## src/sv/ipdc_pkg.sv

```systemverilog
// Shared constants and types of the IR proximity delta calibrator.
`default_nettype none
package ipdc_pkg;

	// Default configuration of the top level.
	localparam int SENSOR_COUNT_DEF = 8;
	localparam int CAL_FRAMES_DEF   = 100;
	localparam int SAMPLE_BITS_DEF  = 12;

	// Field widths of the input and result beats.
	localparam int PAIR_W   = 2;
	localparam int SAMPLE_W = 12;
	localparam int DELTA_W  = 13;
	localparam int CAL_W    = 13;

	// Stored state widths.
	localparam int OFS_W   = 13;
	localparam int SUM_W   = 20;
	localparam int FRAME_W = 7;

	// At most four pairs are addressable by the pair index.
	localparam int MAX_PAIRS = 4;

	// Offset range and the stages of the offset divide pipeline after issue.
	localparam int OFS_MAX   = 4095;
	localparam int DIV_DEPTH = 2;

	// Reciprocal shift: exact for 20-bit magnitudes and divisors up to 2**FRAME_W.
	localparam int DIV_SHIFT = SUM_W + FRAME_W;

	// Per-beat update strobes from the calibration control to the lanes.
	typedef struct packed {
		logic acc;
		logic clear;
	} ipdc_upd_t;

	// Offset divide request from the sequencer to the lanes.
	typedef struct packed {
		logic              issue;
		logic [PAIR_W-1:0] idx;
	} ipdc_div_t;

	// One result beat as held in the output buffer.
	typedef struct packed {
		logic [PAIR_W-1:0]         pair_echo;
		logic signed [DELTA_W-1:0] delta_first;
		logic signed [DELTA_W-1:0] delta_second;
		logic [CAL_W-1:0]          calibrated_first;
		logic [CAL_W-1:0]          calibrated_second;
		logic                      calibrating;
	} ipdc_beat_t;

endpackage
`default_nettype wire

```

## src/sv/ipdc_in_if.sv

```systemverilog
// Input channel carrying one sampled sensor pair per beat.
`default_nettype none
interface ipdc_in_if;
	logic                          valid;
	logic                          ready;
	logic [ipdc_pkg::PAIR_W-1:0]   pair_index;
	logic [ipdc_pkg::SAMPLE_W-1:0] ambient_first;
	logic [ipdc_pkg::SAMPLE_W-1:0] ambient_second;
	logic [ipdc_pkg::SAMPLE_W-1:0] reflected_first;
	logic [ipdc_pkg::SAMPLE_W-1:0] reflected_second;
	logic                          start_calibration;

	modport source (
		output valid, pair_index, ambient_first, ambient_second,
		output reflected_first, reflected_second, start_calibration,
		input  ready
	);

	modport sink (
		input  valid, pair_index, ambient_first, ambient_second,
		input  reflected_first, reflected_second, start_calibration,
		output ready
	);
endinterface
`default_nettype wire

```

## src/sv/ipdc_out_if.sv

```systemverilog
// Output channel carrying the deltas and calibrated values of one pair per beat.
`default_nettype none
interface ipdc_out_if;
	logic                                valid;
	logic                                ready;
	logic [ipdc_pkg::PAIR_W-1:0]         pair_echo;
	logic signed [ipdc_pkg::DELTA_W-1:0] delta_first;
	logic signed [ipdc_pkg::DELTA_W-1:0] delta_second;
	logic [ipdc_pkg::CAL_W-1:0]          calibrated_first;
	logic [ipdc_pkg::CAL_W-1:0]          calibrated_second;
	logic                                calibrating;

	modport source (
		output valid, pair_echo, delta_first, delta_second,
		output calibrated_first, calibrated_second, calibrating,
		input  ready
	);

	modport sink (
		input  valid, pair_echo, delta_first, delta_second,
		input  calibrated_first, calibrated_second, calibrating,
		output ready
	);
endinterface
`default_nettype wire

```

## src/sv/ipdc_lane.sv

```systemverilog
// One sensor lane: delta, calibrated value, sum bank, offset bank and offset divider.
`default_nettype none
module ipdc_lane #(
	parameter int PAIRS       = 4,
	parameter int CAL_FRAMES  = 100,
	parameter int SAMPLE_BITS = 12
) (
	input  wire logic                                clk,
	input  wire logic                                arst_n,
	input  wire logic [ipdc_pkg::SAMPLE_W-1:0]       ambient,
	input  wire logic [ipdc_pkg::SAMPLE_W-1:0]       reflected,
	input  wire logic [ipdc_pkg::PAIR_W-1:0]         pair_index,
	input  wire logic                                hit,
	input  wire ipdc_pkg::ipdc_upd_t                 upd,
	input  wire ipdc_pkg::ipdc_div_t                 div,
	output logic signed [ipdc_pkg::DELTA_W-1:0]      delta,
	output logic [ipdc_pkg::CAL_W-1:0]               calibrated
);
	import ipdc_pkg::*;

	localparam int IDX_W    = (PAIRS > 1) ? $clog2(PAIRS) : 1;
	localparam int EFF_BITS = (SAMPLE_BITS < SAMPLE_W) ? SAMPLE_BITS : SAMPLE_W;
	localparam logic [SAMPLE_W-1:0] SAMPLE_MASK = SAMPLE_W'((1 << EFF_BITS) - 1);

	// Reciprocal of the frame count, rounded up, for an exact truncating divide.
	localparam int RECIP_W = DIV_SHIFT + 1;
	localparam int PROD_W  = SUM_W + RECIP_W;
	localparam int QUOT_W  = PROD_W - DIV_SHIFT;
	localparam logic [RECIP_W-1:0] RECIP = RECIP_W'((64'd1 << DIV_SHIFT) / CAL_FRAMES + 1);
	localparam logic [QUOT_W-1:0] POS_LIMIT = QUOT_W'(OFS_MAX);
	localparam logic [QUOT_W-1:0] NEG_LIMIT = QUOT_W'(OFS_MAX + 1);

	logic signed [OFS_W-1:0] offs_q [PAIRS];
	logic signed [SUM_W-1:0] sums_q [PAIRS];

	logic [IDX_W-1:0]          rd_idx;
	logic signed [OFS_W-1:0]   ofs;
	logic signed [DELTA_W:0]   diff;
	logic signed [SUM_W:0]     sum_ext;
	logic signed [SUM_W-1:0]   sum_sat;

	logic [IDX_W-1:0]          div_idx;
	logic signed [SUM_W-1:0]   div_sum;
	logic [SUM_W-1:0]          div_mag;

	logic                      v_s1;
	logic [IDX_W-1:0]          idx_s1;
	logic                      neg_s1;
	logic [SUM_W-1:0]          mag_s1;
	logic                      v_s2;
	logic [IDX_W-1:0]          idx_s2;
	logic                      neg_s2;
	logic [PROD_W-1:0]         prod_s2;

	logic [QUOT_W-1:0]         quot;
	logic signed [OFS_W-1:0]   ofs_new;

	// Delta of the masked samples and the calibrated value against the stored offset.
	assign rd_idx = IDX_W'(pair_index);
	assign delta  = DELTA_W'($signed({1'b0, ambient & SAMPLE_MASK}))
		- DELTA_W'($signed({1'b0, reflected & SAMPLE_MASK}));
	assign ofs    = hit ? offs_q[rd_idx] : '0;
	assign diff   = {delta[DELTA_W-1], delta} - {ofs[OFS_W-1], ofs};
	assign calibrated = diff[DELTA_W] ? '0 : CAL_W'(diff[DELTA_W-1:0]);

	// Saturating add of the delta into the selected sum.
	always_comb begin
		sum_ext = {sums_q[rd_idx][SUM_W-1], sums_q[rd_idx]} + (SUM_W + 1)'(delta);
		if (sum_ext[SUM_W] != sum_ext[SUM_W-1]) begin
			sum_sat = sum_ext[SUM_W] ? {1'b1, {(SUM_W-1){1'b0}}} : {1'b0, {(SUM_W-1){1'b1}}};
		end else begin
			sum_sat = sum_ext[SUM_W-1:0];
		end
	end

	// Divide issue: magnitude and sign of the selected sum.
	assign div_idx = IDX_W'(div.idx);
	assign div_sum = sums_q[div_idx];
	assign div_mag = div_sum[SUM_W-1] ? SUM_W'(-div_sum) : SUM_W'(div_sum);

	// Divide pipeline valid bits.
	always_ff @(posedge clk or negedge arst_n) begin
		if (!arst_n) begin
			v_s1 <= 1'b0;
			v_s2 <= 1'b0;
		end else begin
			v_s1 <= div.issue;
			v_s2 <= v_s1;
		end
	end

	// Divide pipeline payload: magnitude, then product with the reciprocal.
	always_ff @(posedge clk) begin
		idx_s1  <= div_idx;
		neg_s1  <= div_sum[SUM_W-1];
		mag_s1  <= div_mag;
		idx_s2  <= idx_s1;
		neg_s2  <= neg_s1;
		prod_s2 <= PROD_W'(mag_s1) * PROD_W'(RECIP);
	end

	// Quotient truncated toward zero, restored in sign and clamped to the offset range.
	always_comb begin
		quot = prod_s2[PROD_W-1:DIV_SHIFT];
		if (neg_s2) begin
			ofs_new = (quot > NEG_LIMIT) ? OFS_W'(-(OFS_MAX + 1)) : -OFS_W'(quot);
		end else begin
			ofs_new = (quot > POS_LIMIT) ? OFS_W'(OFS_MAX) : OFS_W'(quot);
		end
	end

	// Sum and offset banks.
	always_ff @(posedge clk or negedge arst_n) begin
		if (!arst_n) begin
			for (int i = 0; i < PAIRS; i++) begin
				offs_q[i] <= '0;
				sums_q[i] <= '0;
			end
		end else if (upd.clear) begin
			for (int i = 0; i < PAIRS; i++) begin
				offs_q[i] <= '0;
				sums_q[i] <= '0;
			end
		end else begin
			if (upd.acc) begin
				sums_q[rd_idx] <= sum_sat;
			end
			if (v_s2) begin
				offs_q[idx_s2] <= ofs_new;
			end
		end
	end

endmodule
`default_nettype wire

```

## src/sv/ipdc_merge.sv

```systemverilog
// Merges the two lane results into a beat and buffers two beats toward the output.
`default_nettype none
module ipdc_merge (
	input  wire logic                               clk,
	input  wire logic                               arst_n,
	input  wire logic                               push,
	input  wire logic [ipdc_pkg::PAIR_W-1:0]        pair_index,
	input  wire logic signed [ipdc_pkg::DELTA_W-1:0] delta_first,
	input  wire logic signed [ipdc_pkg::DELTA_W-1:0] delta_second,
	input  wire logic [ipdc_pkg::CAL_W-1:0]         calibrated_first,
	input  wire logic [ipdc_pkg::CAL_W-1:0]         calibrated_second,
	input  wire logic                               calibrating,
	output logic                                    ready,
	ipdc_out_if.source                              report
);
	import ipdc_pkg::*;

	ipdc_beat_t ent_q [2];
	logic       wr_ptr_q;
	logic       rd_ptr_q;
	logic [1:0] count_q;
	logic       pop;
	ipdc_beat_t beat;
	ipdc_beat_t head;

	assign beat = '{
		pair_echo:         pair_index,
		delta_first:       delta_first,
		delta_second:      delta_second,
		calibrated_first:  calibrated_first,
		calibrated_second: calibrated_second,
		calibrating:       calibrating
	};

	assign ready = (count_q != 2'd2);
	assign pop   = report.valid && report.ready;

	// Buffer storage.
	always_ff @(posedge clk) begin
		if (push) begin
			ent_q[wr_ptr_q] <= beat;
		end
	end

	// Buffer pointers and fill count.
	always_ff @(posedge clk or negedge arst_n) begin
		if (!arst_n) begin
			wr_ptr_q <= 1'b0;
			rd_ptr_q <= 1'b0;
			count_q  <= '0;
		end else begin
			if (push) begin
				wr_ptr_q <= !wr_ptr_q;
			end
			if (pop) begin
				rd_ptr_q <= !rd_ptr_q;
			end
			case ({push, pop})
				2'b10:   count_q <= count_q + 2'd1;
				2'b01:   count_q <= count_q - 2'd1;
				default: count_q <= count_q;
			endcase
		end
	end

	// Head beat toward the output channel.
	assign head                     = ent_q[rd_ptr_q];
	assign report.valid             = (count_q != 2'd0);
	assign report.pair_echo         = head.pair_echo;
	assign report.delta_first       = head.delta_first;
	assign report.delta_second      = head.delta_second;
	assign report.calibrated_first  = head.calibrated_first;
	assign report.calibrated_second = head.calibrated_second;
	assign report.calibrating       = head.calibrating;

endmodule
`default_nettype wire

```

## src/sv/ir_proximity_delta_calibrator.sv

```systemverilog
// Each accepted input beat is registered as a result beat into the output buffer.
// One pair per cycle unless output is full or offsets are being written; a two-beat
// output buffer absorbs output stalls. The beat that completes calibration stops input
// while each lane's reciprocal multiplier pipeline writes its offsets one pair a cycle.
// Reset clears offsets, sums, frame count, calibration flags and the output buffer.
`default_nettype none
module ir_proximity_delta_calibrator #(
	parameter int SENSOR_COUNT = ipdc_pkg::SENSOR_COUNT_DEF,
	parameter int CAL_FRAMES   = ipdc_pkg::CAL_FRAMES_DEF,
	parameter int SAMPLE_BITS  = ipdc_pkg::SAMPLE_BITS_DEF
) (
	input  wire logic  clk,
	input  wire logic  arst_n,
	ipdc_in_if.sink    pair,
	ipdc_out_if.source report
);
	import ipdc_pkg::*;

	localparam int HALF  = SENSOR_COUNT / 2;
	localparam int PAIRS = (HALF < MAX_PAIRS) ? HALF : MAX_PAIRS;
	localparam int RUN_LEN = PAIRS + DIV_DEPTH;
	localparam int CNT_W = $clog2(RUN_LEN);
	localparam logic [PAIR_W-1:0] LAST_PAIR = PAIR_W'(PAIRS - 1);
	localparam logic [PAIR_W:0]   PAIRS_V   = (PAIR_W + 1)'(PAIRS);
	localparam logic [CNT_W-1:0]  ISSUE_END = CNT_W'(PAIRS);
	localparam logic [CNT_W-1:0]  RUN_END   = CNT_W'(RUN_LEN - 1);
	localparam logic [FRAME_W-1:0] FRAMES_V = FRAME_W'(CAL_FRAMES);

	logic               active_q;
	logic               accum_q;
	logic [FRAME_W-1:0] frame_q;
	logic               run_q;
	logic [CNT_W-1:0]   cnt_q;

	logic               fifo_ready;
	logic               accept;
	logic               hit;
	logic               eff_active;
	logic               eff_accum;
	logic               frame_end;
	logic [FRAME_W-1:0] frame_next;
	logic               finish;
	logic               active_after;
	ipdc_upd_t          upd;
	ipdc_div_t          div;

	logic signed [DELTA_W-1:0] delta_first;
	logic signed [DELTA_W-1:0] delta_second;
	logic [CAL_W-1:0]          cal_first;
	logic [CAL_W-1:0]          cal_second;

	// Input handshake: held off while offsets are being written.
	assign pair.ready = fifo_ready && !run_q;
	assign accept     = pair.valid && pair.ready;

	// Calibration control for the current beat; the start flag applies first.
	assign hit          = {1'b0, pair.pair_index} < PAIRS_V;
	assign eff_active   = pair.start_calibration || active_q;
	assign eff_accum    = !pair.start_calibration && accum_q;
	assign frame_end    = hit && (pair.pair_index == LAST_PAIR) && eff_active;
	assign frame_next   = frame_q + FRAME_W'(1);
	assign finish       = frame_end && eff_accum && (frame_next == FRAMES_V);
	assign active_after = eff_active && !finish;

	assign upd.acc   = accept && hit && eff_active && eff_accum;
	assign upd.clear = accept && frame_end && !eff_accum;

	// Offset divide sequencer: one pair per cycle, then the pipeline drains.
	assign div.issue = run_q && (cnt_q < ISSUE_END);
	assign div.idx   = PAIR_W'(cnt_q);

	// Calibration state and divide sequencer.
	always_ff @(posedge clk or negedge arst_n) begin
		if (!arst_n) begin
			active_q <= 1'b0;
			accum_q  <= 1'b0;
			frame_q  <= '0;
			run_q    <= 1'b0;
			cnt_q    <= '0;
		end else begin
			if (accept) begin
				active_q <= active_after;
				if (frame_end && !eff_accum) begin
					accum_q <= 1'b1;
					frame_q <= '0;
				end else if (frame_end) begin
					accum_q <= !finish;
					frame_q <= frame_next;
				end else begin
					accum_q <= eff_accum;
				end
			end
			if (accept && finish) begin
				run_q <= 1'b1;
				cnt_q <= '0;
			end else if (run_q) begin
				if (cnt_q == RUN_END) begin
					run_q <= 1'b0;
				end
				cnt_q <= cnt_q + CNT_W'(1);
			end
		end
	end

	// Lane for sensor k.
	ipdc_lane #(
		.PAIRS       (PAIRS),
		.CAL_FRAMES  (CAL_FRAMES),
		.SAMPLE_BITS (SAMPLE_BITS)
	) u_lane_first (
		.clk        (clk),
		.arst_n     (arst_n),
		.ambient    (pair.ambient_first),
		.reflected  (pair.reflected_first),
		.pair_index (pair.pair_index),
		.hit        (hit),
		.upd        (upd),
		.div        (div),
		.delta      (delta_first),
		.calibrated (cal_first)
	);

	// Lane for sensor k + SENSOR_COUNT / 2.
	ipdc_lane #(
		.PAIRS       (PAIRS),
		.CAL_FRAMES  (CAL_FRAMES),
		.SAMPLE_BITS (SAMPLE_BITS)
	) u_lane_second (
		.clk        (clk),
		.arst_n     (arst_n),
		.ambient    (pair.ambient_second),
		.reflected  (pair.reflected_second),
		.pair_index (pair.pair_index),
		.hit        (hit),
		.upd        (upd),
		.div        (div),
		.delta      (delta_second),
		.calibrated (cal_second)
	);

	// Result beat assembly and output buffer.
	ipdc_merge u_merge (
		.clk               (clk),
		.arst_n            (arst_n),
		.push              (accept),
		.pair_index        (pair.pair_index),
		.delta_first       (delta_first),
		.delta_second      (delta_second),
		.calibrated_first  (cal_first),
		.calibrated_second (cal_second),
		.calibrating       (active_after),
		.ready             (fifo_ready),
		.report            (report)
	);

endmodule
`default_nettype wire
```

## src/flat_wrapper.sv

```systemverilog
// flat-port wrapper written by rule: the top's interface ports become plain ports
module ir_proximity_delta_calibrator_flat import ipdc_pkg::*;
#(
	parameter int SENSOR_COUNT = ipdc_pkg::SENSOR_COUNT_DEF,
	parameter int CAL_FRAMES   = ipdc_pkg::CAL_FRAMES_DEF,
	parameter int SAMPLE_BITS  = ipdc_pkg::SAMPLE_BITS_DEF
)
  (clk, arst_n, pair_valid, pair_pair_index, pair_ambient_first, pair_ambient_second, pair_reflected_first, pair_reflected_second, pair_start_calibration, pair_ready, report_valid, report_pair_echo, report_delta_first, report_delta_second, report_calibrated_first, report_calibrated_second, report_calibrating, report_ready);
  ipdc_in_if pair_i ();
  ipdc_out_if report_i ();
  input  wire logic clk;
  input  wire logic arst_n;
  input wire logic [$bits(pair_i.valid)-1:0] pair_valid;
  input wire logic [$bits(pair_i.pair_index)-1:0] pair_pair_index;
  input wire logic [$bits(pair_i.ambient_first)-1:0] pair_ambient_first;
  input wire logic [$bits(pair_i.ambient_second)-1:0] pair_ambient_second;
  input wire logic [$bits(pair_i.reflected_first)-1:0] pair_reflected_first;
  input wire logic [$bits(pair_i.reflected_second)-1:0] pair_reflected_second;
  input wire logic [$bits(pair_i.start_calibration)-1:0] pair_start_calibration;
  output wire logic [$bits(pair_i.ready)-1:0] pair_ready;
  output wire logic [$bits(report_i.valid)-1:0] report_valid;
  output wire logic [$bits(report_i.pair_echo)-1:0] report_pair_echo;
  output wire logic [$bits(report_i.delta_first)-1:0] report_delta_first;
  output wire logic [$bits(report_i.delta_second)-1:0] report_delta_second;
  output wire logic [$bits(report_i.calibrated_first)-1:0] report_calibrated_first;
  output wire logic [$bits(report_i.calibrated_second)-1:0] report_calibrated_second;
  output wire logic [$bits(report_i.calibrating)-1:0] report_calibrating;
  input wire logic [$bits(report_i.ready)-1:0] report_ready;
  assign pair_i.valid = pair_valid;
  assign pair_i.pair_index = pair_pair_index;
  assign pair_i.ambient_first = pair_ambient_first;
  assign pair_i.ambient_second = pair_ambient_second;
  assign pair_i.reflected_first = pair_reflected_first;
  assign pair_i.reflected_second = pair_reflected_second;
  assign pair_i.start_calibration = pair_start_calibration;
  assign pair_ready = pair_i.ready;
  assign report_valid = report_i.valid;
  assign report_pair_echo = report_i.pair_echo;
  assign report_delta_first = report_i.delta_first;
  assign report_delta_second = report_i.delta_second;
  assign report_calibrated_first = report_i.calibrated_first;
  assign report_calibrated_second = report_i.calibrated_second;
  assign report_calibrating = report_i.calibrating;
  assign report_i.ready = report_ready;
  ir_proximity_delta_calibrator #(.SENSOR_COUNT(SENSOR_COUNT), .CAL_FRAMES(CAL_FRAMES), .SAMPLE_BITS(SAMPLE_BITS)) u_core (.clk(clk), .arst_n(arst_n), .pair(pair_i), .report(report_i));
endmodule
```

## config.mk

```make
export PLATFORM = sky130hd
export DESIGN_NAME = ir_proximity_delta_calibrator_flat
export DESIGN_NICKNAME = d
export VERILOG_FILES = /design/src/sv/ipdc_pkg.sv /design/src/sv/ipdc_in_if.sv /design/src/sv/ipdc_out_if.sv /design/src/sv/ipdc_lane.sv /design/src/sv/ipdc_merge.sv /design/src/sv/ir_proximity_delta_calibrator.sv /design/src/flat_wrapper.sv
export SDC_FILE = /design/constraint.sdc
export NUM_CORES = 2
export LEC_CHECK = 0
export BUFFER_PORTS_ARGS = -buffer_cell sky130_fd_sc_hd__buf_2
export CORE_ASPECT_RATIO = 1.4
export CORE_MARGIN = 3
export CORE_UTILIZATION = 60
export CTS_BUF_LIST = sky130_fd_sc_hd__clkbuf_16
export DETAILED_ROUTE_END_ITERATION = 10
export PLACE_DENSITY = 0.77
export SLEW_MARGIN = 10
export SYNTH_ARGS = -nofsm -noshare
export SYNTH_HDL_FRONTEND = slang
export SYNTH_SLANG_ARGS = --single-unit
```

## constraint.sdc

```tcl
create_clock -name clk -period 6.95 [get_ports clk]
set_input_delay 0.3475 -clock clk [delete_from_list [all_inputs] [get_ports clk]]
set_output_delay 0.3475 -clock clk [all_outputs]
set_load 0.1 [all_outputs]
```

==> results.toml <==
[run_status]
status = "complete, no violations"

[routing]
wl_per_cell_um = 20.2
vias = 27900
ant_nets = 0
vias_per_cell = 5.98
drtPass1Iterations = 5
drc = 0
routed_wl_um = 94400
drt_iter0_drc = 1867

[worst_setup_path]
worstPathRequired_ns = 7.44
critPathLaunchType = "flop"
endpoint_kind = "flop"
crit_type = "reg -> reg"
crit_path_max_fanout = 8
timing.critical_path.arrival_ns = 6.94
reg2reg_depth = 20

[placed_design]
place_hpwl_um = 73100
place.gp.congestion = 0.931
place_inst = 4581
port_buffers = 111
placed_area_mm2 = 0.0408

[global_routing]
grt_use_total_pct = 27.8
grt_max_degree = 163
antenna_found_initial = 0
gr-total-overflow = 0
grt_pass1_wl_um = 152000
grt_pass1_vias = 29500

[cells_and_area]
syn2layout_area_growth_pct = 8.19
antenna_cells = 0
utilization_pct = 65.7
fin_area_mm2 = 0.0423
fillers = 5066
final_cells = 4670
num-nets-final = 4681
drive_gt1_share_pct = 11.3

[logic_synthesis]
synthArstFlopShare_pct = 60.3
ys_ff_latch = 469
synth_cell_types = 83
avgSynthCellArea_um2 = 10.6
yosysWarningCount = 0
synth_edf_count = 110
synth_seq_area_share_pct = 30.4
synthFlopType = "dfrtp_1"
syn_inst = 3678
synth_fp_nets = 4568
netlist_area_mm2 = 0.0391

[sta]
slew_violations = 0
layout_min_cycle_time_ns = 6.45
hold_viol_final = 0
worst_slew_pin_slew_ns = 1.07
max_freq_mhz = 155
fin_worst_skew_ns = 0.0140
setup_violations = 0
fin_crit_sh_pct = 92.8
relSlewSlack_pct = 28.1
tns_ns = 0
rsz0062_at_grt = "false"

[clocking]
clock_latency_ns = 0.57
cts-hold-fix-buffers = 1
cts-root-buf = "clkbuf_16"
cts_resized = 0
clock_sinks = 469
cts_setup_buffers = 0
tritoncts = "yes"
clock_path_buffers = 3
htreeDepth = 2
clk_pin_slew_ns = 0.07
numCtsBuffers = 47

[floorplan]
num_io_pins = 112
fp.dieH_um = 308
dieArea_mm2 = 0.0683
die_w_um = 222
initial_core_util_pct = 60.7
placementRows = 110
core_mm2 = 0.0644

[min_path]
hold_depth = 3
hp-class = "in -> reg"

[flow_run]
drv_cap = 0
cell usage after synthesis (6+ instances only):
cell type | n | share of area, %
nor3_1 | 44 | 0.56
dfxtp_1 | 76 | 3.9
and3_1 | 24 | 0.38
mux2i_1 | 6 | 0.15
nor3b_1 | 8 | 0.15
nor4_1 | 13 | 0.21
a211oi_1 | 19 | 0.36
nand2_1 | 247 | 2.4
and4_1 | 6 | 0.13
fa_1 | 294 | 15
nand2b_1 | 18 | 0.29
edfxtp_1 | 110 | 8.4
a31oi_1 | 21 | 0.34
nand3_1 | 43 | 0.55
o311ai_2 | 6 | 0.25
buf_1 | 8 | 0.077
or3_1 | 19 | 0.30
ha_1 | 541 | 17
a21boi_0 | 11 | 0.21
nor2_1 | 150 | 1.4
o211ai_1 | 8 | 0.15
clkbuf_1 | 70 | 0.67
xnor2_1 | 78 | 1.7
o21a_1 | 14 | 0.27
buf_2 | 12 | 0.15
and2_1 | 10 | 0.16
dfrtp_1 | 283 | 18
or2_2 | 13 | 0.21
xor2_1 | 49 | 1.1
mux4_2 | 104 | 6.0
o21bai_1 | 23 | 0.44
a22o_1 | 106 | 2.4
a21oi_1 | 114 | 1.5
mux2_2 | 57 | 1.6
inv_1 | 650 | 6.2
a21o_1 | 34 | 0.65
o31ai_1 | 14 | 0.27
nand4_1 | 16 | 0.26
o21ai_0 | 235 | 3.0
nor2b_1 | 27 | 0.43
per-layer routing:
layer	share of wire [%]	vias up	global-route usage, %
li1	-	12900	-
met3	4.3	243	2.46
met4	4.2	0	10.9
met2	52	794	51.4
met1	39	14000	33.8
met5	0	-	0
placed cells by master (no fill, tap or decap), types with 14 or more instances in the layout:
| cell type | synthesis | final |
|---|---|---|
| nor2b_1 | 27 | 27 |
| a21o_1 | 34 | 34 |
| mux4_2 | 104 | 104 |
| edfxtp_1 | 110 | 110 |
| a21oi_1 | 114 | 113 |
| buf_4 | 0 | 43 |
| nand3_1 | 43 | 43 |
| ha_1 | 541 | 541 |
| o21ai_0 | 235 | 235 |
| nand2b_1 | 18 | 18 |
| clkbuf_16 | 0 | 49 |
| a31oi_1 | 21 | 20 |
| nor2_1 | 150 | 144 |
| o21a_1 | 14 | 14 |
| nand4_1 | 16 | 16 |
| xnor2_1 | 78 | 78 |
| a211oi_1 | 19 | 19 |
| mux2_2 | 57 | 57 |
| o21bai_1 | 23 | 23 |
| dfxtp_1 | 76 | 76 |
| or3_1 | 19 | 19 |
| and3_1 | 24 | 23 |
| dfrtp_1 | 283 | 280 |
| fa_1 | 294 | 294 |
| nand2_1 | 247 | 247 |
| buf_2 | 12 | 108 |
| o31ai_1 | 14 | 14 |
| inv_1 | 650 | 661 |
| xor2_1 | 49 | 49 |
| nor3_1 | 44 | 42 |
| a22o_1 | 106 | 106 |
registers in the layout (all words and copies together) (netlist names), 2 cells and up:
signal and count:
u_core.u_merge.count_q 2, u_core.u_lane_first.offs_q 52, u_core.u_lane_first.mag_s1 20, u_core.u_lane_second.offs_q 52, u_core.u_lane_first.prod_s2 14, u_core.frame_q 7, u_core.u_lane_first.idx_s1 2, u_core.u_lane_second.mag_s1 20
u_core.u_merge.ent_q 110, u_core.u_lane_second.sums_q 80, u_core.cnt_q 3, u_core.u_lane_first.idx_s2 2, u_core.u_lane_second.prod_s2 14, u_core.u_lane_first.sums_q 80
cells by family after synthesis:
logic type                 count (synthesis)  share of synthesized area, %
buffers and inverters                    741                          7.15
DFF                                      469                          30.4
and+or+nand+nor                          663                          8.01
xor gates and xnor gates                 127                          2.84
muxes                                    167                          7.78
AOI/OAI and AO/OA                        675                          11.4
adders and majority gates                836                          32.4
critical path: stages, from the launching register on:
cell,delay [ns]
dfxtp_1,0.59
inv_1,0.17
fa_1,0.56
inv_1,0.04
ha_1,0.26
inv_1,0.05
fa_1,0.52
inv_1,0.05
fa_1,0.46
fa_1,0.53
fa_1,0.42
ha_1,0.29
ha_1,0.31
a21o_1,0.18
or2_2,0.26
a2111oi_0,0.36
a21oi_1,0.25
a31oi_1,0.52
o21bai_1,0.18
a21oi_1,0.22
xnor2_1,0.14
metrics by stage:
| stage | hold WS, ns | worst slack (ns) |
|---|---|---|
| after floorplan | 0.0519 | 0.989 |
| after global placement | 0.311 | 0.708 |
| after detailed placement | 0.313 | 0.516 |
| after CTS | 0.0857 | 0.507 |
| after global routing | 0.128 | 0.181 |
| final | 0.106 | 0.502 |
worst paths after layout:
kind                                                        start                                          end  slack [ns]
min in group asynchronous                                  arst_n   u_core.u_lane_first.sums_q[50]$_DFFE_PN0P_        0.45
max in group asynchronous                                  arst_n  u_core.u_lane_second.sums_q[44]$_DFFE_PN0P_        5.08
min reg2reg                 u_core.u_lane_first.idx_s1[1]$_DFF_P_        u_core.u_lane_first.idx_s2[1]$_DFF_P_        0.33
max                        u_core.u_lane_first.mag_s1[12]$_DFF_P_      u_core.u_lane_first.prod_s2[31]$_DFF_P_        0.50
max reg2reg                u_core.u_lane_first.mag_s1[12]$_DFF_P_      u_core.u_lane_first.prod_s2[31]$_DFF_P_        0.50
min                                        pair_start_calibration                  u_core.active_q$_DFFE_PN0P_        0.11
area by class of cell:
class,count,area [um2],area share (%)
multi-input combinational,2468,24500,57.8
inverter,651,2440,5.78
timing repair buffer,154,908,2.15
sequential,469,11900,28.2
tap,840,1050,2.48
clock buffer,49,1230,2.90
clock inverter,39,318,0.751
Power is left out: the tool's default activity adds up to more than one toggle a clock period on the data nets, which glitch-free logic cannot reach.
